## src/edge_clamped_box_blur_core_macros.svh

```systemverilog
// assertion macros for the box blur core
// used by files that check their own logic; needs clk and rst_n in scope
`ifndef EDGE_CLAMPED_BOX_BLUR_CORE_MACROS_SVH
`define EDGE_CLAMPED_BOX_BLUR_CORE_MACROS_SVH
`ifndef ASSERT_OFF
`define ECBB_ASSERT(lbl, prop, msg) \
  lbl: assert property (@(posedge clk) disable iff (!rst_n) prop) else $error(msg);
`define ECBB_NEVER(lbl, expr, msg) \
  lbl: assert property (@(posedge clk) disable iff (!rst_n) !(expr)) else $error(msg);
`else
`define ECBB_ASSERT(lbl, prop, msg)
`define ECBB_NEVER(lbl, expr, msg)
`endif
`endif

```

## src/ecbb_ram.sv

```systemverilog
// generic simple dual port ram, registered read
// no dependencies
module ecbb_ram #(
  parameter int WIDTH = 8,
  parameter int DEPTH = 256
) (
  input  logic                     clk,
  input  logic                     we,
  input  logic [$clog2(DEPTH)-1:0] waddr,
  input  logic [WIDTH-1:0]         wdata,
  input  logic [$clog2(DEPTH)-1:0] raddr,
  output logic [WIDTH-1:0]         rdata
);
  logic [WIDTH-1:0] mem [DEPTH];

  always_ff @(posedge clk) begin
    if (we) begin
      mem[waddr] <= wdata;
    end
    rdata <= mem[raddr];
  end
endmodule

```

## config.mk

```make
export PLATFORM = sky130hd
export DESIGN_NAME = ecbb_ram
export DESIGN_NICKNAME = d
export VERILOG_FILES = /design/src/edge_clamped_box_blur_core_macros.svh /design/src/ecbb_ram.sv
export SDC_FILE = /design/constraint.sdc
export NUM_CORES = 2
export LEC_CHECK = 0
export ABC_AREA = 1
export BUFFER_PORTS_ARGS = -buffer_cell sky130_fd_sc_hd__clkbuf_2
export CAP_MARGIN = 20
export CORE_ASPECT_RATIO = 1.25
export CORE_UTILIZATION = 36
export DETAILED_ROUTE_END_ITERATION = 10
export GPL_ROUTABILITY_DRIVEN = 0
export SKIP_CTS_REPAIR_TIMING = 1
export SYNTH_ARGS = -nofsm -noshare
export SYNTH_HDL_FRONTEND = slang
export SYNTH_SLANG_ARGS = --single-unit
export TNS_END_PERCENT = 5
```

## constraint.sdc

```tcl
create_clock -name clk -period 5 [get_ports clk]
set_input_delay 1 -clock clk [delete_from_list [all_inputs] [get_ports clk]]
set_output_delay 1 -clock clk [all_outputs]
set_load 0.03 [all_outputs]
```

* Word level (Yosys, flattened, before mapping)
Memories as Yosys holds them, arrays and structs flattened. A register that Yosys moved wholly into a read port is not among the register bits. Cells that the tools add are included.
Operators by class: multiplexer cells 2
Operators with widths (number):
- $mux 1 | 2
Storage, ports and cells: memory bits (writable) 2048, flip-flop bits (word level) 0, logic and storage cells 3, memories 1
Memories:
- mem | words 256, width 8, rd ports 1, clocked after Yosys merged registers in 1, write ports 1, line ecbb_ram.sv:14 | logic [WIDTH-1:0] mem [DEPTH];

* Logic depth before layout (Yosys ltp)
word-level depth 2, gate-level depth with buffers 15, mapped depth without buffers 11

* Worst setup path before layout
No wires, ideal clock.
kind input to register, start point input port we, end point memory mem[162][0] (enable), data arrival time 2.121 ns, setup time 0.370 ns, required time 4.630 ns, setup slack 2.509 ns, cell stages on the path 4, cells stage by stage clkbuf_1 nand3_1 clkbuf_1 nor2_1
Between the ends: cells in the longest elaborated chain, start to end 2
Ends and longest elaborated chain:
- from (decl) | line ecbb_ram.sv:8 | input logic we,
- $mux 1 | line ecbb_ram.sv:17 | if (we) begin
- $mux 1 (not written as such) | line ecbb_ram.sv:18 | mem[waddr] <= wdata;
- to (decl) | line ecbb_ram.sv:14
No other way between the ends.

==> flow_metrics.py <==
metrics = {
    "sta": {
        "worst_pin_slew_ps": 1250,
        "setup_tns_ps": 0,
        "fin_skew_ps": 65.4,
        "hold_ws_ps": 577,
        "layout_min_cycle_time_ps": 3310,
        "drv_slew": 0,
        "slew_headroom_pct": 16.6,
        "setup_viol": 0,
        "max_freq_ghz": 0.302,
        "hold_viol_final": 0,
        "fin_crit_sh_pct": 66.3,
        "rsz0062_at_grt": "no",
    },
    "critical_path": {
        "crit_type": "input port to register",
        "reg2reg_slack_ps": 2860,
        "critPathLaunchType": "input port",
        "crit_required_ps": 5790,
        "critPathMaxFanout": 128,
        "critical_path_arrival_ps": 4100,
        "critPathCaptureType": "register",
    },
    "clock_tree": {
        "cts_max_level": 4,
        "cts_sinks": 2056,
        "clkTransAtPathRegs_ps": 60,
        "cts_tree": "yes",
        "worstSkewPairLatency_ps": 850,
        "root_buffer": "clkbuf_16",
        "clockBufferDepth": 3,
        "numCtsBuffers": 189,
    },
    "route": {
        "avgRoutedWirePerCell_um": 22.7,
        "wl_um": 229000,
        "drt_iter0_markers": 5744,
        "vias": 53500,
        "post-route-drc-count": 0,
        "post_drt_via_cell_ratio": 5.30,
        "antenna_left": 0,
        "firstDrtPassIters": 6,
    },
    "global_route": {
        "track_usage_pct": 19.3,
        "grt_pass1_vias": 51300,
        "grt_overflow": 0,
        "grt_pass1_wl_um": 338000,
        "grt_max_degree": 170,
        "antenna_found_initial": 6,
    },
    "power_and_ir_drop": {
        "p_int_mw": 27.3,
        "combPwrFrac_pct": 6.1,
        "p_per_area_mw_per_mm2": 383,
        "switching_share_pct": 22.7,
        "p_seq_share_pct": 53.8,
        "power_mw": 35.4,
        "ir_drop_mv": 0.380,
        "netSwitchingPower_mw": 8.04,
        "leakage_nw": 31.3,
        "pwr-share-clk_pct": 40.1,
    },
    "yosys": {
        "avgSynthCellArea_um2": 11.9,
        "syn_nets": 7029,
        "ys_types": 14,
        "syn_inst": 7003,
        "yosys_warnings": 0,
        "ys_ff_latch": 2056,
        "netlist_area_mm2": 0.0834,
        "ys_seq_area_share_pct": 73.9,
    },
    "floorplanning": {
        "fp.dieW_um": 432,
        "start_util_pct": 36.2,
        "die_h_um": 540,
        "core_mm2": 0.230,
        "row_count": 197,
        "num_io_pins": 34,
        "die_area_mm2": 0.234,
    },
    "final_layout": {
        "drive_above_1_share_pct": 5.75,
        "nNetsFinal": 6873,
        "area.growth.synth_to_final_pct": 10.8,
    },
    "placed_design": {
        "hpwl_um": 129000,
        "io_buffers": 33,
    },
    "job": {
        "drv_cap": 0,
    },
    "hold_path": {
        "hold_path_class": "input port to register",
    },
    "status": {
        "status": "complete, no violations",
    },
}
==> path summary, 6_finish.rpt <==
path                                             from                   end  cells after the start
worst min-delay path                         wdata[2]  mem[41][2]$_DFFE_PP_                      1
worst max register to register   mem[15][0]$_DFFE_PP_      rdata[0]$_DFF_P_                     10
worst min register to register  mem[240][7]$_DFFE_PP_      rdata[7]$_DFF_P_                     10
worst max-delay path                         raddr[0]      rdata[0]$_DFF_P_                     14
==> synth_stat cells <==
cell type / number / area share (%)
buf_2: 268 / 1.6
buf_4: 46 / 0.41
nor2_1: 283 / 1.3
clkbuf_1: 112 / 0.50
buf_1: 40 / 0.18
buf_8: 1 / 0.018
buf_6: 16 / 0.22
edfxtp_1: 2048 / 74
nand2_1: 2123 / 9.6
nand3_1: 2019 / 12
inv_2: 2 / 0.0090
dfxtp_1: 8 / 0.19
inv_4: 1 / 0.0075
inv_1: 36 / 0.16
==> worst max-delay path: stages <==
cell	delay, ps
buf_8	210
inv_16	350
buf_4	290
buf_12	340
nand2_1	100
nand3_1	90
nand3_1	70
nand3_1	180
nand3_1	150
nand3_1	190
nand3_1	300
nand2_1	250
nand2_1	210
nand2_1	110
==> logic make-up (layout without fill, tap and decap cells) <==
| kind of cell | after synthesis | count (layout) | share of synthesized area (%) |
|---|---|---|---|
| buffers and inverters | 522 | 523 | 3.12 |
| flip-flops | 2056 | 2056 | 73.9 |
| other | 0 | 3 | 0 |
| AND/OR/NAND/NOR | 4425 | 4425 | 22.9 |
==> layer usage <==
layer / global-route usage [%] / wire length [um]
met5: 0 / 18
met4: 9.39 / 11300
met3: 2.50 / 15100
met2: 32.2 / 113000
met1: 24.7 / 90200
==> layout make-up <==
class                   instances  area (um^2)
fillers                     21500       138000
flip-flops and latches       2056        61700
multi-input cells            4425        19200
clock buffers                 250         5120
well taps                    3084         3860
repair buffers                136         1590
clock inverters                98          853
inverters                      39          180
diodes                          3         7.51
==> power by group through the flow <==
stage	registers, mW	clock network, mW	logic [mW]
6_report	19.0	14.2	2.17
3_3_place_gp	19.4	0	2.15
4_1_cts	19.0	14.3	2.17
2_1_floorplan	19.4	0	1.17
5_1_grt	19.0	14.9	2.33
3_5_place_dp	19.4	0	2.17
==> per-stage QoR <==
| stage | utilization (%) | instances | worst slack, ps | instance area, um^2 |
|---|---|---|---|---|
| floorplan | - | 7003 | 2510 | 83400 |
| global placement | 37.5 | 9740 | 826 | 86400 |
| detailed placement | 37.5 | 9740 | 831 | 86400 |
| CTS | 40.1 | 10100 | 1730 | 92400 |
| global route | 40.1 | 10100 | 1610 | 92400 |
| finish | 40.1 | 10100 | 1690 | 92400 |
==> state kept, by name, indices dropped and copies added (netlist names) <==
register	cells
rdata	8
mem	2048
==> placed cells by master, fill, tap and decap left out <==
master         n
nand2_1     2117
edfxtp_1    2048
nand3_1     2019
nor2_1       283
clkbuf_16    193
buf_4         62
clkbuf_1      49
clkinv_1      43
buf_12        43
inv_1         34
clkinv_2      29
clkbuf_2      20
bufinv_16     12
buf_8         11
clkbuf_8       8
dfxtp_1        8
nand2_2        6
inv_6          5
clkinvlp_4     4
diode_2        3
inv_16         2
inv_8          2
clkinv_16      2
clkinv_8       2
inv_4          1
inv_2          1
No activity file was read; power rests on OpenSTA's default activity.
