**src/edge_clamped_box_blur_core_macros.svh**
```systemverilog
// assertion macros for the box blur core
// used by files that check their own logic; needs clk and rst_n in scope
`ifndef EDGE_CLAMPED_BOX_BLUR_CORE_MACROS_SVH
`define EDGE_CLAMPED_BOX_BLUR_CORE_MACROS_SVH
`ifndef ASSERT_OFF
`define ECBB_ASSERT(lbl, prop, msg) \
  lbl: assert property (@(posedge clk) disable iff (!rst_n) prop) else $error(msg);
`define ECBB_NEVER(lbl, expr, msg) \
  lbl: assert property (@(posedge clk) disable iff (!rst_n) !(expr)) else $error(msg);
`else
`define ECBB_ASSERT(lbl, prop, msg)
`define ECBB_NEVER(lbl, expr, msg)
`endif
`endif

```
**src/ecbb_pkg.sv**
```systemverilog
// shared types and constants for the box blur core
// no dependencies
package ecbb_pkg;
  localparam int DEF_MAX_WIDTH  = 256;
  localparam int DEF_MAX_RADIUS = 4;
  localparam int HEIGHT_LIMIT   = 4096;
  localparam int CFG_W_W   = 9;
  localparam int CFG_H_W   = 13;
  localparam int CFG_R_W   = 3;
  localparam int CFG_DATA_W = 13;
  localparam int CFG_IDX_W = 2;
  localparam int DIM_W     = 13;
  localparam int ROW_W     = 12;
  localparam int CNT_W     = 21;
  localparam int CRD_W     = 16;
  localparam int PIX_W     = 8;
  localparam int MEAN_W    = 16;

  typedef enum logic [CFG_IDX_W-1:0] {
    REG_WIDTH  = 2'd0,
    REG_HEIGHT = 2'd1,
    REG_RADIUS = 2'd2
  } cfg_reg_t;

  typedef enum logic {
    REQ_PIXEL = 1'b0,
    REQ_DRAIN = 1'b1
  } req_t;

  typedef struct packed {
    logic              done;
    logic [MEAN_W-1:0] quot;
  } div_res_t;
endpackage

```
**src/ecbb_div.sv**
```systemverilog
// restoring divider, one quotient bit per cycle
// depends on ecbb_pkg
module ecbb_div #(
  parameter int NW = 25,
  parameter int DW = 7
) (
  input  logic                  clk,
  input  logic                  rst_n,
  input  logic                  start,
  input  logic [NW-1:0]         num,
  input  logic [DW-1:0]         den,
  output ecbb_pkg::div_res_t    res
);
  import ecbb_pkg::*;

  localparam int CW = $clog2(NW + 1);

  logic [NW-1:0] num_r, num_nxt;
  logic [NW-1:0] quot_r, quot_nxt;
  logic [DW-1:0] den_r, den_nxt;
  logic [DW-1:0] rem_r, rem_nxt;
  logic [CW-1:0] cnt_r, cnt_nxt;
  logic          busy_r, busy_nxt;
  logic          done_r, done_nxt;
  logic [DW:0]   trial;

  always_comb begin
    num_nxt  = num_r;
    quot_nxt = quot_r;
    den_nxt  = den_r;
    rem_nxt  = rem_r;
    cnt_nxt  = cnt_r;
    busy_nxt = busy_r;
    done_nxt = 1'b0;
    trial    = {rem_r, num_r[NW-1]};
    if (start) begin
      num_nxt  = num;
      den_nxt  = den;
      rem_nxt  = '0;
      cnt_nxt  = CW'(NW - 1);
      busy_nxt = 1'b1;
    end else if (busy_r) begin
      num_nxt = {num_r[NW-2:0], 1'b0};
      if (trial >= {1'b0, den_r}) begin
        rem_nxt  = DW'(trial - {1'b0, den_r});
        quot_nxt = {quot_r[NW-2:0], 1'b1};
      end else begin
        rem_nxt  = trial[DW-1:0];
        quot_nxt = {quot_r[NW-2:0], 1'b0};
      end
      if (cnt_r == '0) begin
        busy_nxt = 1'b0;
        done_nxt = 1'b1;
      end else begin
        cnt_nxt = cnt_r - CW'(1);
      end
    end
  end

  always_ff @(posedge clk) begin
    if (!rst_n) begin
      busy_r <= 1'b0;
      done_r <= 1'b0;
      cnt_r  <= '0;
    end else begin
      busy_r <= busy_nxt;
      done_r <= done_nxt;
      cnt_r  <= cnt_nxt;
    end
    num_r  <= num_nxt;
    quot_r <= quot_nxt;
    den_r  <= den_nxt;
    rem_r  <= rem_nxt;
  end

  assign res.done = done_r;
  assign res.quot = quot_r[MEAN_W-1:0];
endmodule

```
**config.mk**
```make
export PLATFORM = sky130hd
export DESIGN_NAME = ecbb_div
export DESIGN_NICKNAME = d
export VERILOG_FILES = /design/src/edge_clamped_box_blur_core_macros.svh /design/src/ecbb_pkg.sv /design/src/ecbb_div.sv
export SDC_FILE = /design/constraint.sdc
export NUM_CORES = 1
export LEC_CHECK = 0
export BUFFER_PORTS_ARGS = -buffer_cell sky130_fd_sc_hd__buf_4
export CORE_MARGIN = 3
export CORE_UTILIZATION = 45
export DETAILED_ROUTE_END_ITERATION = 8
export GPL_ROUTABILITY_DRIVEN = 0
export PLACE_DENSITY = 0.79
export SYNTH_ARGS = -nofsm -noshare
export SYNTH_HDL_FRONTEND = slang
export SYNTH_SLANG_ARGS = --single-unit
```
**constraint.sdc**
```tcl
create_clock -name clk -period 1.9 [get_ports clk]
set_input_delay 0.095 -clock clk [delete_from_list [all_inputs] [get_ports clk]]
set_output_delay 0.095 -clock clk [all_outputs]
set_load 0.02 [all_outputs]
```
; ---- After elaboration in Yosys (flattened, before gate mapping)
; Cells that the tools add are included.
[totals]
regBits = 62
latch_bits = 0
ramBits = 0
mem_bits_ro = 0
inputBits = 35
out_inout_bits = 17
wordCells = 34
mem_count = 0
[classes]
n_addsub = 2
n_mul = 0
div_mod_pow = 0
n_lt_le_gt_ge = 1
n_eq_ne = 1
shift = 0
mux = 11
bitwise = 4
n_reduce_logical = 7
[op_table]
columns = operator, n
row1 = $mux W25, 2
row2 = $mux W5, 3
row3 = $ge A8 B7 Y1, 1
row4 = $mux W7, 1
row5 = $sub A7 B7 Y7, 1
row6 = $reduce_and A2 Y1, 3
row7 = $logic_not A5 Y1, 1
row8 = $mux W1, 5
row9 = $sub A5 B1 Y5 const B, 1
row10 = $not A1 Y1, 4
row11 = $reduce_or A3 Y1, 1
row12 = $ne A2 B2 Y1 const B, 1
row13 = $reduce_bool A2 Y1, 1
row14 = $reduce_or A2 Y1, 1

; ---- Longest topological paths before layout
[depth]
word_depth = 4
depth_mapped = 9
depth_no_buf = 8

; ---- Worst setup path before layout
; Ideal clock, no wire load.
[synth_path]
path_type = reg-to-reg
start = register num_r[24]
end = register rem_r[2]
setup_ns = 0.122
t_arrival_ns = 1.901
required_time_ns = 1.778
setup_slack_ns = -0.123
stages_incl_launch_ff = 10
path_buffers = 1
period_less_slack_ns = 2.023
path_cell_list = edfxtp_1 -> inv_1 -> ha_1 -> fa_1 -> nand2b_1 -> o2bb2ai_2 -> a31oi_2 -> or2_1 -> buf_6 -> a221o_1
[synth_between]
elab_chain_len = 2
word_cells_on_any_way = 3
classes_between = 1 x add/sub / 1 x order compare / 1 x mux
[synth_lines]
columns = item, line
row1 = from (decl), ecbb_div.sv:18  ; logic [NW-1:0] num_r, num_nxt;
row2 = from (signal assigned), ecbb_div.sv:70  ; num_r <= num_nxt;
row3 = $sub A7 B7 Y7 / $ge A8 B7 Y1 (equally long branches), "ecbb_div.sv:45, ecbb_div.sv:44"
row4 = $mux W7 *, ecbb_div.sv:44  ; if (trial >= {1'b0, den_r}) begin
row5 = to (signal assigned), ecbb_div.sv:73  ; rem_r <= rem_nxt;
row6 = to (decl), ecbb_div.sv:21  ; logic [DW-1:0] rem_r, rem_nxt;
; Mark *: on every way between the ends. The rest lies on a longest branch, timed or not.
; A chain may end at the register's enable or synchronous reset.

; ---- Final worst setup path
[layout_path]
start = register num_r[24]
end = register rem_r[1]
; The elaborated chain is that of the path after synthesis.

==> results.md <==
- The flow ran to the end, but the final reports show violations.
- The final reports fail on negative setup slack.
- The layout overhead on the synthesized area is 32.2%.
- The synthesis warning total is 0.
- The number of register bits inferred by synthesis is 62.
- The kind of path behind the tightest hold check is in -> reg.
- The type of the setup path with the least slack is reg -> reg.
- The clock tree from TritonCTS is built.
- The most area-hungry cell type in the Yosys netlist is sky130_fd_sc_hd__edfxtp_1.
- In this run, the number of DRC markers left after iteration 0 of detailed routing was 140.
- In this run, CTS created clock tree buffers numbering 9.
- The number of setup violations in the final report is 7.
- Of the cells placed in the final design, the portion with a size suffix greater than 1 is 0.421.
- The final non-filler cell total is between 300 and 400.
- Counting instances in the post-synthesis netlist gives the leading cell types as sky130_fd_sc_hd__edfxtp_1 (48), sky130_fd_sc_hd__mux2_2 (25), sky130_fd_sc_hd__dfxtp_1 (14), sky130_fd_sc_hd__inv_1 (14), sky130_fd_sc_hd__nand2_1 (11).
- In the global route stage, overall resource usage came out at 0.154.
- The pin count of the biggest net entering global routing is 29.
- The share of the cycle needed by the critical path after routing is 1.04.
- The total die area is just over 7000 µm².
- STA classifies the critical path startpoint as a register.
- The number of antenna diodes in the final layout is 0.
- For this run, asynchronously set or reset flops after synthesis account for 0.
- In the routed design, unresolved DRC markers number 0.
- IR analysis of the VDD net gives a maximum drop of roughly 0.0007 V.
- The number of max-cap violations is 0.
- Setup repair after global routing could not meet its margin everywhere.
- The clock transition at the registers of the reported paths is 70 ps.
- The maximum clock rate is 508 MHz.
- The wire length of the first global-routing pass is around 8500 µm.
- Summed over all layers, the routed wires come to just over 5000 µm.
- The initial cell density of the core is 0.479.
- The number of global-route vias before repair is around 1800.
- The first detailed-routing pass ran for 4 iterations.
- The vias after detailed routing is about 1800.
- The number of antenna violations at the first check in global routing is 0.
- Clock tree synthesis found a total of 62 sinks.
- Counting along the longest clock path gives a buffer depth of 2.
- The worst hold slack is roughly 50 ps.
- The count of placed standard cells including taps is between 300 and 400.
- In this run the count of I/O pins placed on the die edge is 52.
- The proportion of netlist area held by the largest area contributor is 0.527.
- The leakage power is about 1.4 nW.
- The root cell of the clock tree is sky130_fd_sc_hd__clkbuf_8.
- The post-route total power is between 3 and 4 mW.
- Between clock sinks in the finished design, the worst skew comes to about 4.9 ps.
- The data required time of the worst path is between 2000 and 2500 ps.
- In the final routed layout, each cell accounts on average for approximately 14 µm.
- The detail route stage leaves a number of antenna-violating nets equal to 0.
- The slowest stage of the critical path belongs to the cell sky130_fd_sc_hd__edfxtp_1.
- After floorplanning, the core was divided into 27 placement rows.
- The endpoint type of the worst setup path is a register.
- The final hold violation count is 0.
- The synthesized netlist occupies a cell area of around 2700 µm².
- After technology mapping, the gate count stands at between 150 and 200.
- The later pin in the worst-skew pair is clocked with a latency of 330 ps.
- In this run the tool buffered the top-level ports with 51 buffer cells.
- Among all flip-flop cells after synthesis, the most frequent one is sky130_fd_sc_hd__edfxtp_1.
- The most repeated cell in the gate-level netlist after synthesis is sky130_fd_sc_hd__edfxtp_1.
- The data arrival at the endpoint of the critical path is 2190 ps.
- By area the synthesized netlist is led by sky130_fd_sc_hd__edfxtp_1 (53%), sky130_fd_sc_hd__mux2_2 (10%), sky130_fd_sc_hd__dfxtp_1 (10%), sky130_fd_sc_hd__ha_1 (3.7%), sky130_fd_sc_hd__inv_1 (1.9%).
- In this run, synthesis inferred 48 flip-flops with an integrated enable.
- The max-slew violation count was 0.
- The slew at the pin with the worst max-slew slack is approximately 480 ps.
- After floorplanning, the core was sized to cover approximately 5700 µm².
- The vertical die dimension is around 84 µm.
- The maximum fanout along the worst path is 7.
- The normalized max-slew margin is 0.680.
- The HPWL reported at the end of detailed placement is between 3000 and 4000 µm.
- The H-tree depth reported by CTS is 3.
- The count of different cell masters after synthesis is between 40 and 50.
- The number of nets in the layout is between 300 and 400.
- The share of the Yosys chip area taken by registers is 0.629.
- The global route total overflow is 0.
- Walking the worst path, the cells encountered are inv_2, ha_4, fa_2, nand2b_4, o2bb2ai_4, a31oi_4, or3_1, a32o_1.
- For this design the ratio of total power to cell area is between 800 and 900 nW/µm².
- Dividing the synthesized area by the synthesized cell count gives 13.8 µm².
- The die width is 84.0 µm.
- After layout, the minimum clock period comes to about 2000 ps.
- The average via count per standard cell is roughly 5.2.
- When the netlist entered floorplanning its net count stood at 243.
- The largest single stage delay on the critical path is 410 ps.
- The worst-case setup margin in the final layout is -66.6 ps.
kinds of logic (layout without fill, tap and decap cells):
logic type,count (synthesis),count (layout),synth area share
flip-flops,62,62,0.629
AND/OR/NAND/NOR,43,43,0.0809
AO/OA/AOI/OAI,31,31,0.0846
multiplexers,26,26,0.107
buffers and inverters,23,102,0.0389
adder cells (fa/ha/maj),9,9,0.0439
XOR/XNOR,5,5,0.0160
repair_timing:
action,4_1_cts,5_1_grt
pin swaps,10,0
gates resized for setup,8,2
endpoints found under the hold margin,10,0
setup endpoints to repair,8,8
hold buffers,8,0
buffers inserted,1,0
metrics by stage:
stage	instance area, µm²	worst slack [ps]	util	setup TNS (ps)
floorplan	2770	-54.9	-	-80.9
global placement	3280	-29.6	0.575	-102
detailed placement	3280	-152	0.575	-853
CTS	3610	-50.9	0.632	-168
global route	3620	-166	0.634	-976
finish	3620	-66.6	0.634	-286
metal layers:
| metal | GRT usage | part of all wire | vias to the layer above |
|---|---|---|---|
| met4 | 0.0556 | 0.013 | 0 |
| met3 | 0.0602 | 0.067 | 9 |
| met2 | 0.257 | 0.50 | 56 |
| met1 | 0.179 | 0.42 | 859 |
| li1 | - | - | 881 |
| met5 | 0 | 0 | - |
flip-flops by register name (all words and copies together) (netlist names):
register,count
done_r,1
den_r,7
rem_r,7
busy_r,1
cnt_r,5
num_r,25
quot_r,16
cell type report:
| type | count | area, µm² |
|---|---|---|
| clock buffers | 11 | 131 |
| clock inverters | 5 | 73.8 |
| fillers | 427 | 2090 |
| inverters | 14 | 52.6 |
| multi-input cells | 114 | 985 |
| flip-flops and latches | 62 | 1720 |
| well taps | 72 | 90.1 |
| repair buffers | 72 | 564 |
report_power, final:
| group | total [mW] | leakage [nW] | switching (mW) | internal [mW] |
|---|---|---|---|---|
| sequential | 1.61 | 0.582 | 0.0392 | 1.57 |
| combinational | 0.417 | 0.736 | 0.191 | 0.226 |
| clock | 1.21 | 0.105 | 0.481 | 0.731 |
| total | 3.24 | 1.42 | 0.711 | 2.53 |
worst max-delay path: cells and delay by family, from the launching register on:
family	cells	cell delay, ps
fa+ha+maj	2	330
compound gates	3	530
flops	1	410
simple gates	2	510
buf+inv	1	90
final timing paths:
kind / startpoint / cells after the start / end / slack [ps]
hold reg to reg: quot_r[0]$_DFFE_PP_ / 0 / quot_r[1]$_DFFE_PP_ / 450
setup reg to reg: num_r[24]$_DFFE_PP_ / 8 / rem_r[1]$_SDFFE_PP0P_ / -70
setup / recovery: num_r[24]$_DFFE_PP_ / 8 / rem_r[1]$_SDFFE_PP0P_ / -70
hold / removal: num[0] / 2 / num_r[0]$_SDFFCE_PN0P_ / 50
cells in the final DEF, fill, tap and decap left out, drive strengths merged, types with 4 or more instances in the layout:
cell type,instances
ha,8
nor2b,4
a21oi,6
buf,64
o21ai,5
edfxtp,48
dlygate4sd3,8
nor2,9
clkbuf,11
o211ai,6
nand2,11
mux2,25
inv,14
dfxtp,14
Power figures use the tool's default switching activity.
